**config.mk**
```make
export PLATFORM = sky130hd
export DESIGN_NAME = bitmap_slab_allocator_flat
export DESIGN_NICKNAME = d
export VERILOG_FILES = /design/src/rtl/core/bsa_pkg.sv /design/src/rtl/core/bsa_if.sv /design/src/rtl/core/bitmap_slab_allocator.sv /design/src/flat_wrapper.sv
export SDC_FILE = /design/constraint.sdc
export NUM_CORES = 1
export LEC_CHECK = 0
export BUFFER_PORTS_ARGS = -buffer_cell sky130_fd_sc_hd__buf_2
export CAP_MARGIN = 40
export CORE_AREA = 2 2 255 257
export CTS_BUF_LIST = sky130_fd_sc_hd__clkbuf_16
export DETAILED_ROUTE_END_ITERATION = 7
export DIE_AREA = 0 0 257 259
export HOLD_SLACK_MARGIN = 0.12
export PLACE_DENSITY = 0.69
export SLEW_MARGIN = 40
export SYNTH_ARGS = -nofsm -noshare
export SYNTH_HDL_FRONTEND = slang
export SYNTH_SLANG_ARGS = --single-unit
```
**constraint.sdc**
```tcl
create_clock -name clk -period 5.2 [get_ports clk]
set_input_delay 0.78 -clock clk [delete_from_list [all_inputs] [get_ports clk]]
set_output_delay 0.78 -clock clk [all_outputs]
set_load 0.01 [all_outputs]
```
**src/rtl/core/bsa_pkg.sv**
```systemverilog
`default_nettype none

package bsa_pkg;

	// Result status codes
	typedef enum logic [1:0] {
		ST_OK          = 2'd0,
		ST_FULL        = 2'd1,
		ST_NOT_IN_POOL = 2'd2,
		ST_DOUBLE_FREE = 2'd3
	} status_t;

	// Request operation codes
	localparam logic OP_ALLOC = 1'b0;
	localparam logic OP_FREE  = 1'b1;

	// Configuration register indexes
	localparam logic [0:0] REG_POOL_BASE   = 1'b0;
	localparam logic [0:0] REG_ENTRY_BYTES = 1'b1;

	localparam logic [31:0] ALL_FREE          = 32'hFFFF_FFFF;
	localparam int          BITS_PER_WORD     = 32;
	localparam logic [15:0] ENTRY_BYTES_RESET = 16'd16;

	// Sequencer states
	typedef enum logic [3:0] {
		S_IDLE,
		S_A_RD,
		S_A_CHK,
		S_A_MUL,
		S_A_ADD,
		S_F_LEN,
		S_F_CHK,
		S_F_DIV,
		S_F_WCHK,
		S_F_RMW,
		S_DONE
	} state_t;

endpackage

`default_nettype wire

```
**src/rtl/core/bsa_if.sv**
```systemverilog
`default_nettype none

// Request channel: operation and address to release
interface bsa_req_if;
	logic        valid;
	logic        ready;
	logic        operation;
	logic [31:0] release_address;

	modport source(output valid, operation, release_address, input ready);
	modport sink(input valid, operation, release_address, output ready);
endinterface

// Response channel: one beat per request
interface bsa_rsp_if;
	logic        valid;
	logic        ready;
	logic [31:0] granted_address;
	logic [7:0]  entry_index;
	logic [1:0]  status;

	modport source(output valid, granted_address, entry_index, status, input ready);
	modport sink(input valid, granted_address, entry_index, status, output ready);
endinterface

`default_nettype wire

```
**src/rtl/core/bitmap_slab_allocator.sv**
```systemverilog
// Bitmap slab allocator: a pool of ENTRIES fixed-size objects tracked by a
// free bitmap (1 = free) held in a MAP_WORDS x 32 synchronous memory.
// req channel: operation 0 allocates the lowest free entry, operation 1
// frees the entry holding release_address. rsp channel: one beat per
// request with granted_address, entry_index and status.
// cfg port: cfg_we/cfg_index/cfg_wdata write pool_base (0) and
// entry_bytes (1); write only while no request is in flight.
// Allocate scans the bitmap one word at a time (memory read, then
// lowest-bit search and write-back), then multiplies and adds to form the
// address; a full pool answers once every word has been scanned.
// Free range-checks the address, then runs a restoring divider that
// retires one quotient bit per cycle; an address outside the pool skips it.
// One request is worked at a time; req.ready is high only when the
// sequencer is idle, even while a response waits in the output register.
// Reset: the bitmap reads as all free (per-word valid flops), pool_base
// is 0 and entry_bytes is 16; no clearing pass is needed.
// A stalled rsp holds its beat; the next request may be accepted and
// worked, and its result waits until the output register drains.
`default_nettype none

module bitmap_slab_allocator import bsa_pkg::*; #(
	parameter int MAP_WORDS = 8,
	parameter int ENTRIES   = 256
) (
	input  wire          clk,
	input  wire          arst_n,
	bsa_req_if.sink      req,
	bsa_rsp_if.source    rsp,
	input  wire          cfg_we,
	input  wire  [0:0]   cfg_index,
	input  wire  [31:0]  cfg_wdata
);

	localparam int EW = $clog2(ENTRIES);
	localparam int LW = EW + 16;
	localparam int AW = (MAP_WORDS > 1) ? $clog2(MAP_WORDS) : 1;
	localparam int NW = AW + 5;
	localparam int CW = $clog2(EW);

	// Configuration registers
	logic [31:0] base_q;
	logic [15:0] eb_q;

	// Bitmap memory and per-word valid flops
	logic [31:0]          mem [MAP_WORDS];
	logic [MAP_WORDS-1:0] vld_q;
	logic [31:0]          rd_data_s1;
	logic                 rd_vld_s1;

	logic          rd_en;
	logic [AW-1:0] rd_addr;
	logic          wr_en;
	logic [AW-1:0] wr_addr;
	logic [31:0]   wr_data;

	// Sequencer and datapath registers
	state_t        state_q, state_d;
	logic [31:0]   addr_q;
	logic [AW-1:0] w_q;
	logic [NW-1:0] ent_q;
	logic [NW+15:0] prod_q;
	logic [31:0]   off_q;
	logic [LW-1:0] len_q;
	logic [LW-1:0] rem_q;
	logic [LW-1:0] dsh_q;
	logic [EW-1:0] quo_q;
	logic [CW-1:0] cnt_q;

	logic [31:0]   res_addr_q;
	logic [7:0]    res_idx_q;
	status_t       res_st_q;

	logic          out_vld_q;
	logic [31:0]   out_addr_q;
	logic [7:0]    out_idx_q;
	status_t       out_st_q;

	// Combinational helpers
	logic [31:0]   word_s1;
	logic          found;
	logic [4:0]    low_bit;
	logic [NW-1:0] ent_cand;
	logic          ent_ok;
	logic          last_word;
	logic [31:0]   fw_idx;
	logic          fw_bad;
	logic [31:0]   fw_mask;
	logic          div_ge;
	logic          out_free;
	logic          load_out;

	// Register configuration writes
	always_ff @(posedge clk or negedge arst_n) begin
		if (!arst_n) begin
			base_q <= '0;
			eb_q   <= ENTRY_BYTES_RESET;
		end else if (cfg_we) begin
			case (cfg_index)
				REG_POOL_BASE:   base_q <= cfg_wdata;
				REG_ENTRY_BYTES: eb_q   <= cfg_wdata[15:0];
				default:         ;
			endcase
		end
	end

	// Bitmap memory: one read and one write port, registered read data
	always_ff @(posedge clk) begin
		if (wr_en) begin
			mem[wr_addr] <= wr_data;
		end
		if (rd_en) begin
			rd_data_s1 <= mem[rd_addr];
		end
	end

	always_ff @(posedge clk or negedge arst_n) begin
		if (!arst_n) begin
			vld_q     <= '0;
			rd_vld_s1 <= 1'b0;
		end else begin
			if (wr_en) begin
				vld_q[wr_addr] <= 1'b1;
			end
			if (rd_en) begin
				rd_vld_s1 <= vld_q[rd_addr];
			end
		end
	end

	// Unwritten words read as all free
	assign word_s1 = rd_vld_s1 ? rd_data_s1 : ALL_FREE;

	// Find lowest set bit of the fetched word
	always_comb begin
		found   = 1'b0;
		low_bit = '0;
		for (int i = BITS_PER_WORD - 1; i >= 0; i--) begin
			if (word_s1[i]) begin
				found   = 1'b1;
				low_bit = 5'(i);
			end
		end
	end

	assign ent_cand  = {w_q, low_bit};
	assign ent_ok    = found && (32'(ent_cand) < 32'(ENTRIES));
	assign last_word = (32'(w_q) == 32'(MAP_WORDS - 1));

	// Word and bit of the entry being freed
	assign fw_idx  = 32'(quo_q) >> 5;
	assign fw_bad  = (fw_idx >= 32'(MAP_WORDS));
	assign fw_mask = 32'd1 << quo_q[4:0];

	assign div_ge   = (rem_q >= dsh_q);
	assign out_free = !out_vld_q || rsp.ready;
	assign load_out = (state_q == S_DONE) && out_free;

	// Sequencer state register
	always_ff @(posedge clk or negedge arst_n) begin
		if (!arst_n) begin
			state_q <= S_IDLE;
		end else begin
			state_q <= state_d;
		end
	end

	// Next state and memory controls
	always_comb begin
		state_d = state_q;
		rd_en   = 1'b0;
		rd_addr = w_q;
		wr_en   = 1'b0;
		wr_addr = w_q;
		wr_data = word_s1 & ~(32'd1 << low_bit);
		case (state_q)
			S_IDLE: begin
				if (req.valid) begin
					state_d = (req.operation == OP_ALLOC) ? S_A_RD : S_F_LEN;
				end
			end
			S_A_RD: begin
				rd_en   = 1'b1;
				state_d = S_A_CHK;
			end
			S_A_CHK: begin
				if (ent_ok) begin
					wr_en   = 1'b1;
					state_d = S_A_MUL;
				end else if (last_word) begin
					state_d = S_DONE;
				end else begin
					state_d = S_A_RD;
				end
			end
			S_A_MUL: state_d = S_A_ADD;
			S_A_ADD: state_d = S_DONE;
			S_F_LEN: state_d = S_F_CHK;
			S_F_CHK: begin
				state_d = (off_q >= 32'(len_q)) ? S_DONE : S_F_DIV;
			end
			S_F_DIV: begin
				if (cnt_q == '0) begin
					state_d = S_F_WCHK;
				end
			end
			S_F_WCHK: begin
				if (fw_bad) begin
					state_d = S_DONE;
				end else begin
					rd_en   = 1'b1;
					rd_addr = fw_idx[AW-1:0];
					state_d = S_F_RMW;
				end
			end
			S_F_RMW: begin
				wr_en   = 1'b1;
				wr_addr = fw_idx[AW-1:0];
				wr_data = word_s1 | fw_mask;
				state_d = S_DONE;
			end
			S_DONE: begin
				if (out_free) begin
					state_d = S_IDLE;
				end
			end
			default: state_d = S_IDLE;
		endcase
	end

	assign req.ready = (state_q == S_IDLE);

	// Datapath: scan, multiply, range check, divide, build result
	always_ff @(posedge clk) begin
		case (state_q)
			S_IDLE: begin
				addr_q <= req.release_address;
				w_q    <= '0;
			end
			S_A_CHK: begin
				ent_q <= ent_cand;
				if (!ent_ok) begin
					w_q        <= w_q + AW'(1);
					res_addr_q <= '0;
					res_idx_q  <= '0;
					res_st_q   <= ST_FULL;
				end
			end
			S_A_MUL: begin
				prod_q <= (NW + 16)'(ent_q) * (NW + 16)'(eb_q);
			end
			S_A_ADD: begin
				res_addr_q <= base_q + 32'(prod_q);
				res_idx_q  <= 8'(ent_q);
				res_st_q   <= ST_OK;
			end
			S_F_LEN: begin
				len_q <= LW'(ENTRIES) * LW'(eb_q);
				off_q <= addr_q - base_q;
			end
			S_F_CHK: begin
				rem_q      <= off_q[LW-1:0];
				dsh_q      <= LW'(eb_q) << (EW - 1);
				cnt_q      <= CW'(EW - 1);
				res_addr_q <= '0;
				res_idx_q  <= '0;
				res_st_q   <= ST_NOT_IN_POOL;
			end
			S_F_DIV: begin
				if (div_ge) begin
					rem_q <= rem_q - dsh_q;
				end
				quo_q <= {quo_q[EW-2:0], div_ge};
				dsh_q <= dsh_q >> 1;
				cnt_q <= cnt_q - CW'(1);
			end
			S_F_RMW: begin
				res_addr_q <= '0;
				res_idx_q  <= 8'(quo_q);
				res_st_q   <= ((word_s1 & fw_mask) != '0) ? ST_DOUBLE_FREE : ST_OK;
			end
			default: ;
		endcase
	end

	// Output register: hold a beat until taken
	always_ff @(posedge clk or negedge arst_n) begin
		if (!arst_n) begin
			out_vld_q <= 1'b0;
		end else if (load_out) begin
			out_vld_q <= 1'b1;
		end else if (rsp.ready) begin
			out_vld_q <= 1'b0;
		end
	end

	always_ff @(posedge clk) begin
		if (load_out) begin
			out_addr_q <= res_addr_q;
			out_idx_q  <= res_idx_q;
			out_st_q   <= res_st_q;
		end
	end

	assign rsp.valid           = out_vld_q;
	assign rsp.granted_address = out_addr_q;
	assign rsp.entry_index     = out_idx_q;
	assign rsp.status          = out_st_q;

endmodule

`default_nettype wire

```
**src/flat_wrapper.sv**
```systemverilog
// flat-port wrapper written by rule: the top's interface ports become plain ports
module bitmap_slab_allocator_flat import bsa_pkg::*;
#(
	parameter int MAP_WORDS = 8,
	parameter int ENTRIES   = 256
)
  (clk, arst_n, cfg_we, cfg_index, cfg_wdata, req_valid, req_operation, req_release_address, req_ready, rsp_valid, rsp_granted_address, rsp_entry_index, rsp_status, rsp_ready);
  bsa_req_if req_i ();
  bsa_rsp_if rsp_i ();
  input  wire clk;
  input  wire arst_n;
  input  wire cfg_we;
  input  wire  [0:0] cfg_index;
  input  wire  [31:0] cfg_wdata;
  input wire logic [$bits(req_i.valid)-1:0] req_valid;
  input wire logic [$bits(req_i.operation)-1:0] req_operation;
  input wire logic [$bits(req_i.release_address)-1:0] req_release_address;
  output wire logic [$bits(req_i.ready)-1:0] req_ready;
  output wire logic [$bits(rsp_i.valid)-1:0] rsp_valid;
  output wire logic [$bits(rsp_i.granted_address)-1:0] rsp_granted_address;
  output wire logic [$bits(rsp_i.entry_index)-1:0] rsp_entry_index;
  output wire logic [$bits(rsp_i.status)-1:0] rsp_status;
  input wire logic [$bits(rsp_i.ready)-1:0] rsp_ready;
  assign req_i.valid = req_valid;
  assign req_i.operation = req_operation;
  assign req_i.release_address = req_release_address;
  assign req_ready = req_i.ready;
  assign rsp_valid = rsp_i.valid;
  assign rsp_granted_address = rsp_i.granted_address;
  assign rsp_entry_index = rsp_i.entry_index;
  assign rsp_status = rsp_i.status;
  assign rsp_i.ready = rsp_ready;
  bitmap_slab_allocator #(.MAP_WORDS(MAP_WORDS), .ENTRIES(ENTRIES)) u_core (.clk(clk), .arst_n(arst_n), .req(req_i), .rsp(rsp_i), .cfg_we(cfg_we), .cfg_index(cfg_index), .cfg_wdata(cfg_wdata));
endmodule
```
# Word-level counts from Yosys, hierarchy flattened
# Memories as Yosys holds them, arrays and structs flattened. A register that Yosys moved wholly into a read port is not among the register bits.
# Cells that the tools add are included.
# Widths: inputs -> output; s select.
# op_classes
add_sub_neg,5
n_mul,1
order_cmp,6
eq_ne,16
shift,2
n_mux,103
bitwise,6
n_reduce_logical,21
# op_table
operator,count
$mux 5,32
$mux 32,3
$pmux 24 s2,2
$pmux 32 s3,1
$and 32x32->32,2
$shl 1x5->32 const A,2
$mux 1,40
$pmux 4 s10,1
$add 32x24->32,1
$ge 32x24->1,1
$not 32->32,1
$or 32x32->32,1
$pmux 8 s4,1
$reduce_bool 32->1,1
$sub 32x32->32,1
$ge 24x24->1,1
$mul 8x16->24,1
$mux 24,1
$mux 4,6
$sub 24x24->24,1
$eq 4x3->1 const B,4
$mux 3,5
$eq 4x4->1 const B,3
$pmux 3 s2,2
other kinds (29),46
# totals
reg_bits,320
ramBits,256
input_bits,71
memories,1
# memory_table
name,depth,word_bits,read_ports,rd_clocked_by_memory_dff,wr,line_no,text
u_core.mem,8,32,1,1,1,bitmap_slab_allocator.sv:45,logic [31:0] mem [MAP_WORDS];

# Depth between registers and ports, before layout
# depth
word_depth,37
depth_mapped,19

# Least setup slack after synthesis
# Ideal clock, no wire load.
# synth_path
path_kind,register -> output
startpoint,reg u_core.state_q[0]
endpoint,out req_ready
arrival_ns,4.193
t_required_ns,4.420
path_slack_ns,0.227
path_stages_with_launch,3
path_buffers,1
path_cell_list,dfrtp_1 -> clkbuf_1 -> nor4_1
# synth_via
elab_chain_len,1
# synth_lines
element,line_no,text
from (decl),bitmap_slab_allocator.sv:57,"state_t state_q, state_d;"
from (signal assigned),bitmap_slab_allocator.sv:163,state_q <= state_d;
$logic_not 4->1,bitmap_slab_allocator.sv:230,assign req.ready = (state_q == S_IDLE);
to (decl),flat_wrapper.sv:18,output wire logic [$bits(req_i.ready)-1:0] req_ready;
# Every way passes these cells.

# Final worst setup path
# layout_path
startpoint,reg u_core.ent_q[2]
endpoint,reg u_core.prod_q[23] (data pin)
# layout_via
elab_chain_len,1
# layout_lines
element,line_no,text
from (decl),bitmap_slab_allocator.sv:60,logic [NW-1:0] ent_q;
from (signal assigned),bitmap_slab_allocator.sv:240,ent_q <= ent_cand;
$mul 8x16->24,bitmap_slab_allocator.sv:249,prod_q <= (NW + 16)'(ent_q) * (NW + 16)'(eb_q);
to (signal assigned),bitmap_slab_allocator.sv:249,
to (decl),bitmap_slab_allocator.sv:61,logic [NW+15:0] prod_q;
# Every way passes these cells.
# A chain may end at the register's enable or synchronous reset.

==> key figures <==
Worst hold path
  • HP Class: primary input to async pin

Floorplan
  • Row count: 93
  • Initial Util: 49.7%
  • Vert. Die Dim: about 260 um
  • Die Area: 0.0666 mm2
  • I/O pin total: 115
  • CORE AREA: roughly 0.064 mm2
  • Die width: between 200 and 300 um

Critical path
  • Cells along the critical path: buf_4 > buf_4 > and2_1 > fa_1 > inv_1 > fa_1 > fa_1 > fa_1 > inv_1 > ha_1 > a21oi_1 > nor4b_1 > a211o_1 > a31oi_1 > a21o_1 > a21oi_1 > xnor2_1
  • Worst path max stage delay: roughly 0.55 ns
  • Worst Setup Start Kind: flop
  • Most used cell, CP: fa_1
  • Max FO, Critical Path: 8
  • Worst EP arrival: 5.37 ns
  • Crit end category: flop
  • Setup CP Type: flop to flop
  • Crit path required time: around 5.6 ns
  • Slowest cell on the critical path: fa_1

Timing
  • Fin. Hold Viols: 0
  • Fin crit period: about 5.0 ns
  • Worst-Margin Slew: around 0.9 ns
  • Tcrit/Tclk final: 96.2%
  • # setup viols final: 0
  • Hold_ws: between 0.2 and 0.3 ns
  • Final Max Slew Viols: 0
  • Setup total negative slack: 0 ns
  • RSZ-0062 raised after global routing: false
  • Fin Clk Skew: ~0.020 ns
  • Relative slew slack: around two fifths
  • Fmax: approximately 200 MHz

Synth
  • Mapped cell area: approximately 0.032 mm2
  • XOR/XNOR Fraction of Synth Area: ~2.3%
  • Yosys warnings: 0
  • Synth top area cells: edfxtp_1, ha_1, fa_1
  • Syn nets: about 2700
  • Synth cell types: between 90 and 100
  • Post-Syn Area per Cell: 13.0 um2
  • Share of the synthesized area in the top cell type: approximately half
  • #FFs+latches synth: 607
  • Adder-Cell Fraction of Synth Area: roughly 11%
  • Synth Area in Simple Gates: 9.58%
  • Seq/Total Area, Yosys: 56.5%
  • Asr flop ratio synth: around a tenth
  • Gate Count Post-Synth: around 2400
  • Area leader, netlist: edfxtp_1
  • Largest family of logic cells by synthesized area: adder cells
  • Post-synthesis mux area share: a little over 7%
  • Compound-Gate Fraction of Synth Area: ~10%
  • EDFF count, synth: ~550
  • Synth Flop Type: edfxtp_1

Layout
  • Synthesis-to-layout area growth: 12.6%
  • Post-layout util: a little under three fifths
  • Most frequent cells in the layout: edfxtp_1, nand2_1, inv_1
  • Share of cells above drive strength 1: roughly 16%
  • Most common cell after layout, fill and taps aside: edfxtp_1
  • Nets: between 2000 and 3000

Global routing
  • Gr usage total: around a quarter
  • Via count of the first global-routing pass: between 20000 and 25000
  • First-pass GRT wire length: around 120 mm
  • Grt ovf: 0
  • Largest net degree at the start of global routing: between 60 and 70
  • Initial antenna violation count: 4

Clocking
  • Total clock buffers created by CTS: 66
  • Cts hold-fix bufs: 0
  • Clock transition at the registers of the reported paths: ~0.070 ns
  • Clock sinks: between 600 and 700
  • Clock Path Buffers: 3
  • H-tree depth: 3
  • CTS tree: built
  • Clock Tree Root: clkbuf_16
  • Worst skew pair latency: ~0.62 ns

Run status
  • Status: complete, no violations

Pwr
  • Pleak: around 0.014 uW
  • Peak supply drop: between 0.7 and 0.8 mV
  • Power per cell area: about 670 mW/mm2

Route
  • Post-DR vias/cell: a little under 6
  • Initial DRC Count: roughly 2000
  • Initial DRT Pass Iterations: 5
  • Routed vias: 20600
  • Remaining antenna violation count: 0
  • WL per Instance: approximately 23 um
  • Post-Route WL: roughly 79 mm
  • DRC: 0

Flow run
  • Max-cap violations: 0

Placement
  • Final HPWL DP: about 56 mm
  • Port Buffers: ~110
  • Gpl congestion: about 0.93
==> final timing paths <==
kind                                   startpoint                              to  slack [ns]  depth (start not counted)
max reg2reg                       u_core.ent_q[2]               u_core.prod_q[23]        0.20                         17
min reg2reg                 u_core.res_addr_q[10]  u_core.rsp.granted_address[10]        0.42                          0
max                               u_core.ent_q[2]               u_core.prod_q[23]        0.20                         17
min                                        arst_n                 u_core.vld_q[5]        0.27                          2
max in group asynchronous                  arst_n               u_core.state_q[0]        4.40                          2
min in group clk           req_release_address[7]                u_core.addr_q[7]        0.34                          1
==> flip-flops by register name (all words and copies together) (netlist names), 2 cells and up <==
| signal | cells |
|---|---|
| u_core.vld_q | 8 |
| u_core.res_idx_q | 8 |
| u_core.res_st_q | 2 |
| u_core.rem_q | 24 |
| u_core.eb_q | 16 |
| u_core.w_q | 3 |
| u_core.prod_q | 24 |
| u_core.mem | 256 |
| u_core.state_q | 4 |
| u_core.addr_q | 32 |
| u_core.rsp.granted_address | 32 |
| u_core.rsp.status | 2 |
| u_core.quo_q | 8 |
| u_core.dsh_q | 23 |
| u_core.base_q | 32 |
| u_core.off_q | 32 |
| u_core.len_q | 16 |
| u_core.ent_q | 8 |
| u_core.res_addr_q | 32 |
| u_core.rsp.entry_index | 8 |
| u_core.rd_data_s1 | 32 |
| u_core.cnt_q | 3 |
==> Yosys cell counts (12+ instances only) <==
| cell type | number |
|---|---|
| edfxtp_1 | 545 |
| nand2_1 | 213 |
| inv_1 | 191 |
| ha_1 | 142 |
| nor2_1 | 131 |
| a21oi_1 | 123 |
| o21ai_0 | 117 |
| fa_1 | 87 |
| clkbuf_1 | 78 |
| and2_1 | 70 |
| mux4_2 | 67 |
| dfrtp_1 | 61 |
| xnor2_1 | 54 |
| mux2_2 | 53 |
| nor3_1 | 35 |
| a211oi_1 | 33 |
| a21o_1 | 32 |
| xor2_1 | 29 |
| nand3_1 | 27 |
| o21a_1 | 26 |
| nand2b_1 | 24 |
| a31oi_1 | 23 |
| nor2b_1 | 21 |
| mux2i_1 | 18 |
| nor4_1 | 15 |
| and3_1 | 13 |
| buf_1 | 12 |
| o31ai_1 | 12 |
| or3_1 | 12 |
==> critical path: cells and delay by family (launching register included) <==
family | cells | cell delay (ns)
adders and majority gates | 5 | 2.32
AOI/OAI and AO/OA | 5 | 0.89
and+or+nand+nor | 2 | 0.52
DFF | 1 | 0.51
buffers and inverters | 4 | 0.44
xor gates and xnor gates | 1 | 0.08
==> final cells by class <==
class / count / area, um2
clock buffers: 67 / 1680
clock inverters: 51 / 379
inverters: 192 / 721
well taps: 855 / 1070
diodes: 5 / 12.5
fillers: 5137 / 28100
repair buffers: 174 / 1060
multi-input cells: 1548 / 12900
flip-flops and latches: 607 / 17900
==> metrics by stage <==
stage	instance area (um2)	instances	worst slack, ns	power (uW)
2_1_floorplan	31700	2448	0.227	16400
3_3_place_gp	33600	3370	0.187	19200
3_5_place_dp	33600	3371	0.125	19500
4_1_cts	35700	3489	0.0951	24000
5_1_grt	35700	3496	0.00394	25600
6_report	35700	3499	0.195	23900
==> kinds of logic after synthesis <==
group                      Yosys count
AOI/OAI and AO/OA                  479
and+or+nand+nor                    619
buffers and inverters              293
muxes                              138
xor gates and xnor gates            83
DFF                                607
adders and majority gates          229
==> power by group <==
group          internal [uW]  leakage [uW]  switching [uW]  total, uW
clock network           2480       0.00106            1990       4470
registers               7240       0.00567             713       7950
logic                   4890       0.00678            6620      11500
==> routing by layer <==
layer	up-vias	track usage (%)	wire length, um	part of all wire, %
li1	9306	-	-	-
met1	10400	32.5	33700	42
met2	745	40.1	38800	49
met3	140	3.67	4850	6.1
met4	2	7.33	2180	2.7
met5	-	0	11	0.014
==> repair_timing <==
action	in CTS	in global routing
endpoints found under the setup margin	0	2
buffers inserted	0	4
gates resized for setup	0	1
(Power assumes the default switching activity.)
